--- src/text_console_char_engine_macros.svh ---
// ----------------------------------------------------------------------------
// Text console character engine: assertion macros
// Simulation-only property checks; empty under synthesis.
// ----------------------------------------------------------------------------
`ifndef TEXT_CONSOLE_CHAR_ENGINE_MACROS_SVH
`define TEXT_CONSOLE_CHAR_ENGINE_MACROS_SVH

`ifndef SYNTHESIS

// Same-cycle implication
`define TCCE_ASSERT_IMP(label, clk, rst, ante, cons, msg) \
  label: assert property (@(posedge clk) disable iff (rst) (ante) |-> (cons)) \
    else $error(msg);

// Next-cycle implication
`define TCCE_ASSERT_NXT(label, clk, rst, ante, cons, msg) \
  label: assert property (@(posedge clk) disable iff (rst) (ante) |=> (cons)) \
    else $error(msg);

`else

`define TCCE_ASSERT_IMP(label, clk, rst, ante, cons, msg)
`define TCCE_ASSERT_NXT(label, clk, rst, ante, cons, msg)

`endif

`endif

--- src/tcce_pkg.sv ---
// ----------------------------------------------------------------------------
// tcce_pkg
// Shared types and constants for the text console character engine.
// ----------------------------------------------------------------------------
package tcce_pkg;

  // Field widths
  localparam int CH_W    = 8;
  localparam int ATTR_W  = 8;
  localparam int POS_W   = 11;
  localparam int WORD_W  = 16;
  localparam int ROW_W   = 5;
  localparam int COL_W   = 7;

  // Attribute after reset
  localparam logic [ATTR_W-1:0] ATTR_RESET = 8'd240;

  // Control codes
  localparam logic [CH_W-1:0] CODE_BS = 8'd8;
  localparam logic [CH_W-1:0] CODE_HT = 8'd9;
  localparam logic [CH_W-1:0] CODE_LF = 8'd10;
  localparam logic [CH_W-1:0] CODE_VT = 8'd11;
  localparam logic [CH_W-1:0] CODE_FF = 8'd12;
  localparam logic [CH_W-1:0] CODE_CR = 8'd13;

  // Rounding masks: tab stops every four columns, vertical tab to even rows
  localparam logic [COL_W:0] TAB_MASK      = ~8'h03;
  localparam logic [ROW_W:0] ROW_EVEN_MASK = ~6'h01;

  // Result kinds
  typedef enum logic [1:0] {
    KIND_CELL   = 2'd0,
    KIND_CURSOR = 2'd1,
    KIND_CLEAR  = 2'd2
  } kind_t;

  // One result beat
  typedef struct packed {
    kind_t               kind;
    logic [POS_W-1:0]    cell_index;
    logic [WORD_W-1:0]   cell_word;
    logic [POS_W-1:0]    cursor_pos;
    logic                last;
  } result_t;

  // Results caused by one character
  typedef struct packed {
    result_t first;
    result_t second;
    logic    two;
  } res_pair_t;

endpackage

--- src/tcce_cursor.sv ---
// ----------------------------------------------------------------------------
// tcce_cursor
// Cursor row/column state, control-code moves, wrap and result generation.
// ----------------------------------------------------------------------------
module tcce_cursor #(
  parameter int COLUMNS = 80,
  parameter int ROWS    = 25
) (
  input  logic                        clk,
  input  logic                        rst,
  input  logic                        fire,
  input  logic [tcce_pkg::CH_W-1:0]   ch,
  input  logic [tcce_pkg::ATTR_W-1:0] attribute,
  output tcce_pkg::res_pair_t         pair
);

  localparam int LIN_W = 13;
  localparam logic [tcce_pkg::COL_W:0] COLS_L = (tcce_pkg::COL_W + 1)'(COLUMNS);
  localparam logic [tcce_pkg::ROW_W:0] ROWS_L = (tcce_pkg::ROW_W + 1)'(ROWS);
  localparam logic [LIN_W-1:0]         COLS_M = LIN_W'(COLUMNS);

  logic [tcce_pkg::ROW_W-1:0] row;
  logic [tcce_pkg::COL_W-1:0] col;
  logic [tcce_pkg::ROW_W-1:0] row_next;
  logic [tcce_pkg::COL_W-1:0] col_next;

  logic [tcce_pkg::COL_W-1:0] col_dec;
  logic [tcce_pkg::COL_W:0]   col_w;
  logic [tcce_pkg::ROW_W:0]   row_w;
  logic [tcce_pkg::COL_W:0]   col_n;
  logic [tcce_pkg::ROW_W:0]   row_n;
  logic                       printable;
  logic                       is_ff;
  logic [LIN_W-1:0]           old_lin;
  logic [LIN_W-1:0]           new_lin;

  // Column minus one, saturating at zero
  assign col_dec = (col != '0) ? col - 1'b1 : '0;

  // Move the cursor for this character
  always_comb begin
    col_w     = {1'b0, col};
    row_w     = {1'b0, row};
    printable = 1'b0;
    is_ff     = 1'b0;
    case (ch)
      tcce_pkg::CODE_BS: begin
        col_w = {1'b0, col_dec};
      end
      tcce_pkg::CODE_HT: begin
        col_w = ({1'b0, col} + (tcce_pkg::COL_W + 1)'(4)) & tcce_pkg::TAB_MASK;
      end
      tcce_pkg::CODE_LF: begin
        col_w = '0;
        row_w = {1'b0, row} + 1'b1;
      end
      tcce_pkg::CODE_VT: begin
        row_w = ({1'b0, row} + (tcce_pkg::ROW_W + 1)'(2)) & tcce_pkg::ROW_EVEN_MASK;
        col_w = {1'b0, col_dec};
      end
      tcce_pkg::CODE_FF: begin
        col_w = '0;
        row_w = '0;
        is_ff = 1'b1;
      end
      tcce_pkg::CODE_CR: begin
        col_w = '0;
      end
      default: begin
        printable = 1'b1;
        col_w     = {1'b0, col} + 1'b1;
      end
    endcase
  end

  // Line wrap, then row wrap to zero
  always_comb begin
    col_n = col_w;
    row_n = row_w;
    if (col_w >= COLS_L) begin
      col_n = '0;
      row_n = row_w + 1'b1;
    end
    if (row_n >= ROWS_L) begin
      row_n = '0;
    end
  end

  assign col_next = col_n[tcce_pkg::COL_W-1:0];
  assign row_next = row_n[tcce_pkg::ROW_W-1:0];

  // Linear positions before and after the move
  assign old_lin = LIN_W'(row) * COLS_M + LIN_W'(col);
  assign new_lin = LIN_W'(row_next) * COLS_M + LIN_W'(col_next);

  // Build the result beats
  always_comb begin
    pair        = '0;
    if (is_ff) begin
      pair.first.kind = tcce_pkg::KIND_CLEAR;
      pair.first.last = 1'b1;
    end else if (printable) begin
      pair.first.kind        = tcce_pkg::KIND_CELL;
      pair.first.cell_index  = old_lin[tcce_pkg::POS_W-1:0];
      pair.first.cell_word   = {attribute, ch};
      pair.second.kind       = tcce_pkg::KIND_CURSOR;
      pair.second.cursor_pos = new_lin[tcce_pkg::POS_W-1:0];
      pair.second.last       = 1'b1;
      pair.two               = 1'b1;
    end else begin
      pair.first.kind       = tcce_pkg::KIND_CURSOR;
      pair.first.cursor_pos = new_lin[tcce_pkg::POS_W-1:0];
      pair.first.last       = 1'b1;
    end
  end

  // Cursor state
  always_ff @(posedge clk) begin
    if (rst) begin
      row <= '0;
      col <= '0;
    end else if (fire) begin
      row <= row_next;
      col <= col_next;
    end
  end

endmodule

--- src/tcce_out_buf.sv ---
// ----------------------------------------------------------------------------
// tcce_out_buf
// Two-slot result buffer: output register plus one pending beat.
// ----------------------------------------------------------------------------
`include "text_console_char_engine_macros.svh"

module tcce_out_buf (
  input  logic                clk,
  input  logic                rst,
  input  logic                fire,
  input  tcce_pkg::res_pair_t pair,
  input  logic                out_stall,
  output logic                space,
  output logic                head_valid,
  output tcce_pkg::result_t   head
);

  logic              pend_valid;
  tcce_pkg::result_t pend;
  logic              take;

  assign take  = head_valid && !out_stall;
  // Both results of a character must fit once the head beat leaves
  assign space = !pend_valid && (!head_valid || !out_stall);

  // Control
  always_ff @(posedge clk) begin
    if (rst) begin
      head_valid <= 1'b0;
      pend_valid <= 1'b0;
    end else if (fire) begin
      head_valid <= 1'b1;
      pend_valid <= pair.two;
    end else if (take) begin
      head_valid <= pend_valid;
      pend_valid <= 1'b0;
    end
  end

  // Payload
  always_ff @(posedge clk) begin
    if (fire) begin
      head <= pair.first;
      pend <= pair.second;
    end else if (take) begin
      head <= pend;
    end
  end

  `TCCE_ASSERT_IMP(a_pend_behind_head, clk, rst, pend_valid, head_valid,
                   "pending beat without head beat")
  `TCCE_ASSERT_IMP(a_cell_has_follow, clk, rst, head_valid && !head.last, pend_valid,
                   "cell write without its cursor update")
  `TCCE_ASSERT_NXT(a_pair_loaded, clk, rst, fire && pair.two, head_valid && pend_valid,
                   "second result lost")
  `TCCE_ASSERT_IMP(a_pend_is_last, clk, rst, pend_valid, pend.last,
                   "pending beat not final")

endmodule

--- src/text_console_char_engine.sv ---
// ----------------------------------------------------------------------------
// text_console_char_engine: bytes pass the input register, then the output register.
// Printable byte: two beats, then the next byte; others: one per cycle unless stalled.
// Rate set by the single output port; synchronous reset homes cursor, attribute 240.
// ----------------------------------------------------------------------------
module text_console_char_engine #(
  parameter int COLUMNS = 80,
  parameter int ROWS    = 25
) (
  input  logic                        clk,
  input  logic                        rst,
  // configuration
  input  logic                        cfg_we,
  input  logic [tcce_pkg::ATTR_W-1:0] cfg_wdata,
  // input channel
  input  logic                        in_valid,
  output logic                        in_stall,
  input  logic [tcce_pkg::CH_W-1:0]   ch,
  input  logic                        last_of_string,
  // output channel
  output logic                        out_valid,
  input  logic                        out_stall,
  output logic [1:0]                  kind,
  output logic [tcce_pkg::POS_W-1:0]  cell_index,
  output logic [tcce_pkg::WORD_W-1:0] cell_word,
  output logic [tcce_pkg::POS_W-1:0]  cursor_pos,
  output logic                        last
);

  logic [tcce_pkg::ATTR_W-1:0] attribute;
  logic                        in_q_valid;
  logic [tcce_pkg::CH_W-1:0]   ch_q;
  logic                        space;
  logic                        fire;
  tcce_pkg::res_pair_t         pair;
  tcce_pkg::result_t           head;

  // last_of_string only marks string ends for the source; it steers nothing here

  // Attribute register
  always_ff @(posedge clk) begin
    if (rst) begin
      attribute <= tcce_pkg::ATTR_RESET;
    end else if (cfg_we) begin
      attribute <= cfg_wdata;
    end
  end

  // Input register
  assign fire     = in_q_valid && space;
  assign in_stall = in_q_valid && !space;

  always_ff @(posedge clk) begin
    if (rst) begin
      in_q_valid <= 1'b0;
    end else if (!in_stall) begin
      in_q_valid <= in_valid;
    end
  end

  always_ff @(posedge clk) begin
    if (!in_stall && in_valid) begin
      ch_q <= ch;
    end
  end

  tcce_cursor #(
    .COLUMNS (COLUMNS),
    .ROWS    (ROWS)
  ) u_cursor (
    .clk       (clk),
    .rst       (rst),
    .fire      (fire),
    .ch        (ch_q),
    .attribute (attribute),
    .pair      (pair)
  );

  tcce_out_buf u_out_buf (
    .clk        (clk),
    .rst        (rst),
    .fire       (fire),
    .pair       (pair),
    .out_stall  (out_stall),
    .space      (space),
    .head_valid (out_valid),
    .head       (head)
  );

  // Result beat fields
  assign kind       = head.kind;
  assign cell_index = head.cell_index;
  assign cell_word  = head.cell_word;
  assign cursor_pos = head.cursor_pos;
  assign last       = head.last;

endmodule

--- config.mk ---
export PLATFORM = sky130hd
export DESIGN_NAME = text_console_char_engine
export DESIGN_NICKNAME = d
export VERILOG_FILES = /design/src/tcce_pkg.sv /design/src/tcce_cursor.sv /design/src/tcce_out_buf.sv /design/src/text_console_char_engine.sv
export VERILOG_INCLUDE_DIRS = /design/src /design/src/src
export SDC_FILE = /design/constraint.sdc
export NUM_CORES = 1
export LEC_CHECK = 0
export BUFFER_PORTS_ARGS = -buffer_cell sky130_fd_sc_hd__buf_2
export CAP_MARGIN = 20
export CORE_AREA = 3 3 120 145
export CTS_CLUSTER_DIAMETER = 80
export DETAILED_ROUTE_END_ITERATION = 10
export DIE_AREA = 0 0 123 148
export GPL_ROUTABILITY_DRIVEN = 0
export SYNTH_ARGS = -nofsm -noshare
export SYNTH_HDL_FRONTEND = slang
export SYNTH_SLANG_ARGS = --single-unit
export TNS_END_PERCENT = 30
--- constraint.sdc ---
create_clock -name clk -period 6.75 [get_ports clk]
set_clock_uncertainty 0.05 [all_clocks]
set_input_delay 1.35 -clock clk [delete_from_list [all_inputs] [get_ports clk]]
set_output_delay 1.35 -clock clk [all_outputs]
set_load 0.03 [all_outputs]
==> results.rst <==
.. list-table::
   :header-rows: 1

   * - Metric
     - Value
   * - Setup_tns
     - 0 ns
   * - Sequence of cells on the critical path
     - or3b_1 -> nor2_8 -> inv_2 -> nor4_2 -> a211oi_1 -> a21boi_4 -> o211ai_2 -> a221oi_1 -> nor3_1 -> mux2_2 -> ha_1 -> fa_1 -> and2_1 -> nand2_1 -> a21o_1 -> xor3_1 -> a22o_1
   * - Net count after synthesis
     - just over 500
   * - Residual DRC count
     - 0
   * - Filler cell count
     - 1602
   * - Clock Latency Late Sink
     - around 0.34 ns
   * - Synthesis-stage register bit count
     - 84
   * - Area of the core
     - 16100 um^2
   * - Number of buffers on the longest clock path
     - 2
   * - Post-cts gate resize count
     - 0
   * - Routed wire length on met2
     - roughly 5800 um
   * - First-pass GRT wire length
     - roughly 18000 um
   * - Critical path startpoint category
     - flip-flop
   * - Count of distinct cell types in the synthesized netlist
     - between 70 and 80
   * - Overall die height
     - about 150 um
   * - P per Cell Area
     - roughly 220 nW/um^2
   * - R2R Path Start
     - ch_q[5]$_DFFE_PP_
   * - GRT Total Usage
     - approximately 12%
   * - Iteration-0 DRC Markers
     - between 200 and 300
   * - Gr ovfl total
     - 0
   * - Post-synthesis sequential area ratio
     - between 40% and 50%
   * - Required time of the critical path
     - 6.80 ns
   * - Number of global-route vias before repair
     - around 3600
   * - Average cell area after synthesis
     - ~11 um^2
   * - Instance count along the most critical hold path
     - 2
   * - R2R Setup Slk
     - 1.20 ns
   * - Footprint of the flip-flops and latches
     - 2290 um^2
   * - Worst reg2reg path depth
     - 17
   * - Leakage power total
     - around 2.3 nW
   * - Post-layout net count
     - 558
   * - Clk pin slew, worst setup/hold paths
     - 0.06 ns
   * - Arrival time of data at the critical path endpoint
     - between 5 and 6 ns
   * - Share of synthesized flip-flops with an asynchronous set or reset
     - 0%
   * - Count of endpoints failing hold in the final timing report
     - 0
   * - Topmost layer with routed signal wires
     - met4
   * - Half-perimeter wire length after detailed placement
     - around 8100 um
   * - Yosys Warn Count
     - 0
   * - CTS H-tree depth
     - 3
   * - Post-synthesis instance area
     - a little under 5000 um^2
   * - CTS Hold Buffers Added
     - 0
   * - # clock sinks
     - 84
   * - IR drop worst, VDD
     - around 0.00011 V
   * - Startpoint-to-endpoint class of the critical path
     - flip-flop to flip-flop
   * - Ports placed on the boundary
     - between 60 and 70
   * - Status
     - complete, no violations
   * - CTS tree
     - done
   * - Input/output buffers
     - 63
   * - Area taken by multi-input logic gates
     - roughly 2400 um^2
   * - Routed vias
     - 3655
   * - Initial standard-cell utilization of the core
     - between 20% and 30%
   * - Pin count of the biggest net entering global routing
     - 42
   * - Via count normalized by instance count
     - just over 5
   * - Longest individual stage delay on the worst path
     - 0.61 ns
   * - Share of the core filled with cells in the final layout
     - between 30% and 40%
   * - Tmin final
     - 5.55 ns
   * - Number of antenna violations at the first check in global routing
     - 0
   * - Post-synth EDFFs
     - 61
   * - Horizontal die dimension
     - around 120 um
   * - Hold-critical path endpoint
     - u_out_buf.pend_valid$_SDFFE_PP0P_
   * - Max frequency
     - roughly 180 MHz
   * - Capture point of the worst reg-to-reg path
     - u_out_buf.head[11]$_DFFE_PP_
   * - Final wirelength
     - roughly 11000 um
   * - Setup Fix Bufs, Post-CTS
     - 0
   * - Fraction of layout cells with a size suffix above 1
     - around a fifth
   * - Routed length on met1
     - roughly 4300 um
   * - Most common cell after layout, fill and taps aside
     - buf_2
   * - Number of cells produced by synthesis
     - approximately 460
   * - Leading cell types in the layout, fill and taps excluded
     - 63 x buf_2, 61 x edfxtp_1, 43 x nand2_1
   * - Rel. slew slack
     - 37.6%
   * - Total number of placement rows
     - 51
   * - Share of the clock period used by the worst path
     - 82.2%
   * - Diodes inserted
     - 0
   * - Clock buffers created by TritonCTS
     - 9
   * - Setup-violating endpoint count in the final report
     - 0
   * - DIE AREA
     - 18200 um^2
   * - Worst-path fanout max
     - 26
   * - Number of iterations in the first detailed-routing pass
     - 5
   * - Setup repair after global routing missed its margin
     - false
   * - Syn-to-layout area delta
     - 16.1%
   * - Min-delay worst type
     - flip-flop to flip-flop
   * - Total length of routed met3 wires
     - approximately 450 um
   * - Max-cap violations
     - 0
   * - Startpoint of the most critical hold path
     - u_out_buf.pend_valid$_SDFFE_PP0P_
   * - Most used DFF post-synth
     - edfxtp_1
   * - Worst setup EP type
     - flip-flop
   * - Slowest cell on the critical path
     - or3b_1
   * - Antenna violation net count after detailed routing
     - 0
   * - Slew at the pin closest to its max-slew limit
     - 0.933 ns
   * - Root Buffer
     - clkbuf_16
   * - Average wire per cell in the routed design
     - approximately 15 um
   * - Slew Limit Fails
     - 0
## registers in the layout, summed over array words and instances (netlist names)
signal,count
u_out_buf.head,41
u_out_buf.pend,12
attribute,8
ch_q,8
u_cursor.col,7
u_cursor.row,5
in_q_valid,1
u_out_buf.head_valid,1
u_out_buf.pend_valid,1
## critical path, delay by kind of cell (launching register included)
family                     cells  cell delay (ns)
AOI/OAI and AO/OA              6             1.70
adders and majority gates      2             0.76
muxes                          1             0.31
DFF                            1             0.44
xor gates and xnor gates       1             0.22
and+or+nand+nor                6             1.60
buffers and inverters          1             0.22
## through the flow
| stage | hold WS (ns) | setup slack (ns) | std cells | power, mW | instance area (um^2) |
|---|---|---|---|---|---|
| after detailed placement | 0.419 | 1.16 | 711 | 0.756 | 5310 |
| final | 0.428 | 1.20 | 727 | 1.20 | 5590 |
| after floorplan | 0.402 | 2.06 | 456 | 0.714 | 4810 |
| after global routing | 0.467 | 0.701 | 727 | 1.25 | 5590 |
| after global placement | 0.414 | 1.31 | 711 | 0.754 | 5310 |
| after CTS | 0.429 | 1.15 | 727 | 1.22 | 5590 |
## kinds of logic after synthesis
family | share of synthesized area (%)
buf+inv | 3.33
fa+ha+maj | 7.23
compound gates | 14.6
mux | 2.26
xor+xnor | 4.50
flops | 47.6
simple gates | 20.5
## routing by layer
metal / vias up / track usage [%]
met1: 1737 / 14.1
met4: 0 / 6.32
li1: 1800 / -
met5: - / 0
met2: 96 / 22.3
met3: 22 / 1.57
## worst max path at each step
stage / cells after the start / startpoint / end / slack, ns
3_3_place_gp: 17 / ch_q[5]$_DFFE_PP_ / u_out_buf.head[11]$_DFFE_PP_ / 1.31
6_report: 17 / ch_q[5]$_DFFE_PP_ / u_out_buf.head[11]$_DFFE_PP_ / 1.20
3_5_place_dp: 17 / ch_q[5]$_DFFE_PP_ / u_out_buf.head[11]$_DFFE_PP_ / 1.16
2_1_floorplan: 19 / u_cursor.col[3]$_SDFFE_PP0P_ / u_out_buf.head[11]$_DFFE_PP_ / 2.06
4_1_cts: 17 / ch_q[5]$_DFFE_PP_ / u_out_buf.head[11]$_DFFE_PP_ / 1.15
5_1_grt: 17 / ch_q[5]$_DFFE_PP_ / u_out_buf.head[11]$_DFFE_PP_ / 0.70
## synth_stat cells, types with 4 or more instances
cell type | number | area, um^2
ha_1 | 23 | 288
mux2i_1 | 6 | 60.1
nand4_1 | 8 | 50.1
a21o_1 | 6 | 45.0
nor4_1 | 4 | 25.0
a22o_1 | 7 | 61.3
dfxtp_1 | 23 | 460
a211oi_1 | 4 | 30.0
nor2_1 | 42 | 158
and3_1 | 20 | 125
nor3_1 | 8 | 40.0
a21oi_1 | 26 | 130
xnor2_1 | 11 | 96.3
nor2b_1 | 9 | 56.3
edfxtp_1 | 61 | 1830
a211o_1 | 5 | 43.8
or3_1 | 7 | 43.8
nand2_1 | 44 | 165
and2_1 | 10 | 62.6
inv_1 | 14 | 52.6
nand3_1 | 7 | 35.0
clkbuf_1 | 14 | 52.6
o21ai_0 | 10 | 50.1
buf_2 | 5 | 25.0
nand2b_1 | 6 | 37.5
xor2_1 | 11 | 96.3
## power breakdown
group          leakage (nW)  switching (mW)  total (mW)  internal, mW
logic                  1.37          0.0970       0.137        0.0401
clock network         0.137           0.205       0.458         0.253
registers             0.765          0.0159       0.606         0.590
## cell type report
class	count	share of cell area, %
Inverter	15	1.01
Sequential cell	84	41.0
Clock buffer	9	4.03
Tap cell	212	4.75
Clock inverter	7	1.01
Multi-Input combinational cell	335	42.3
Timing Repair Buffer	65	5.91
No activity file was read; power rests on OpenSTA's default activity.
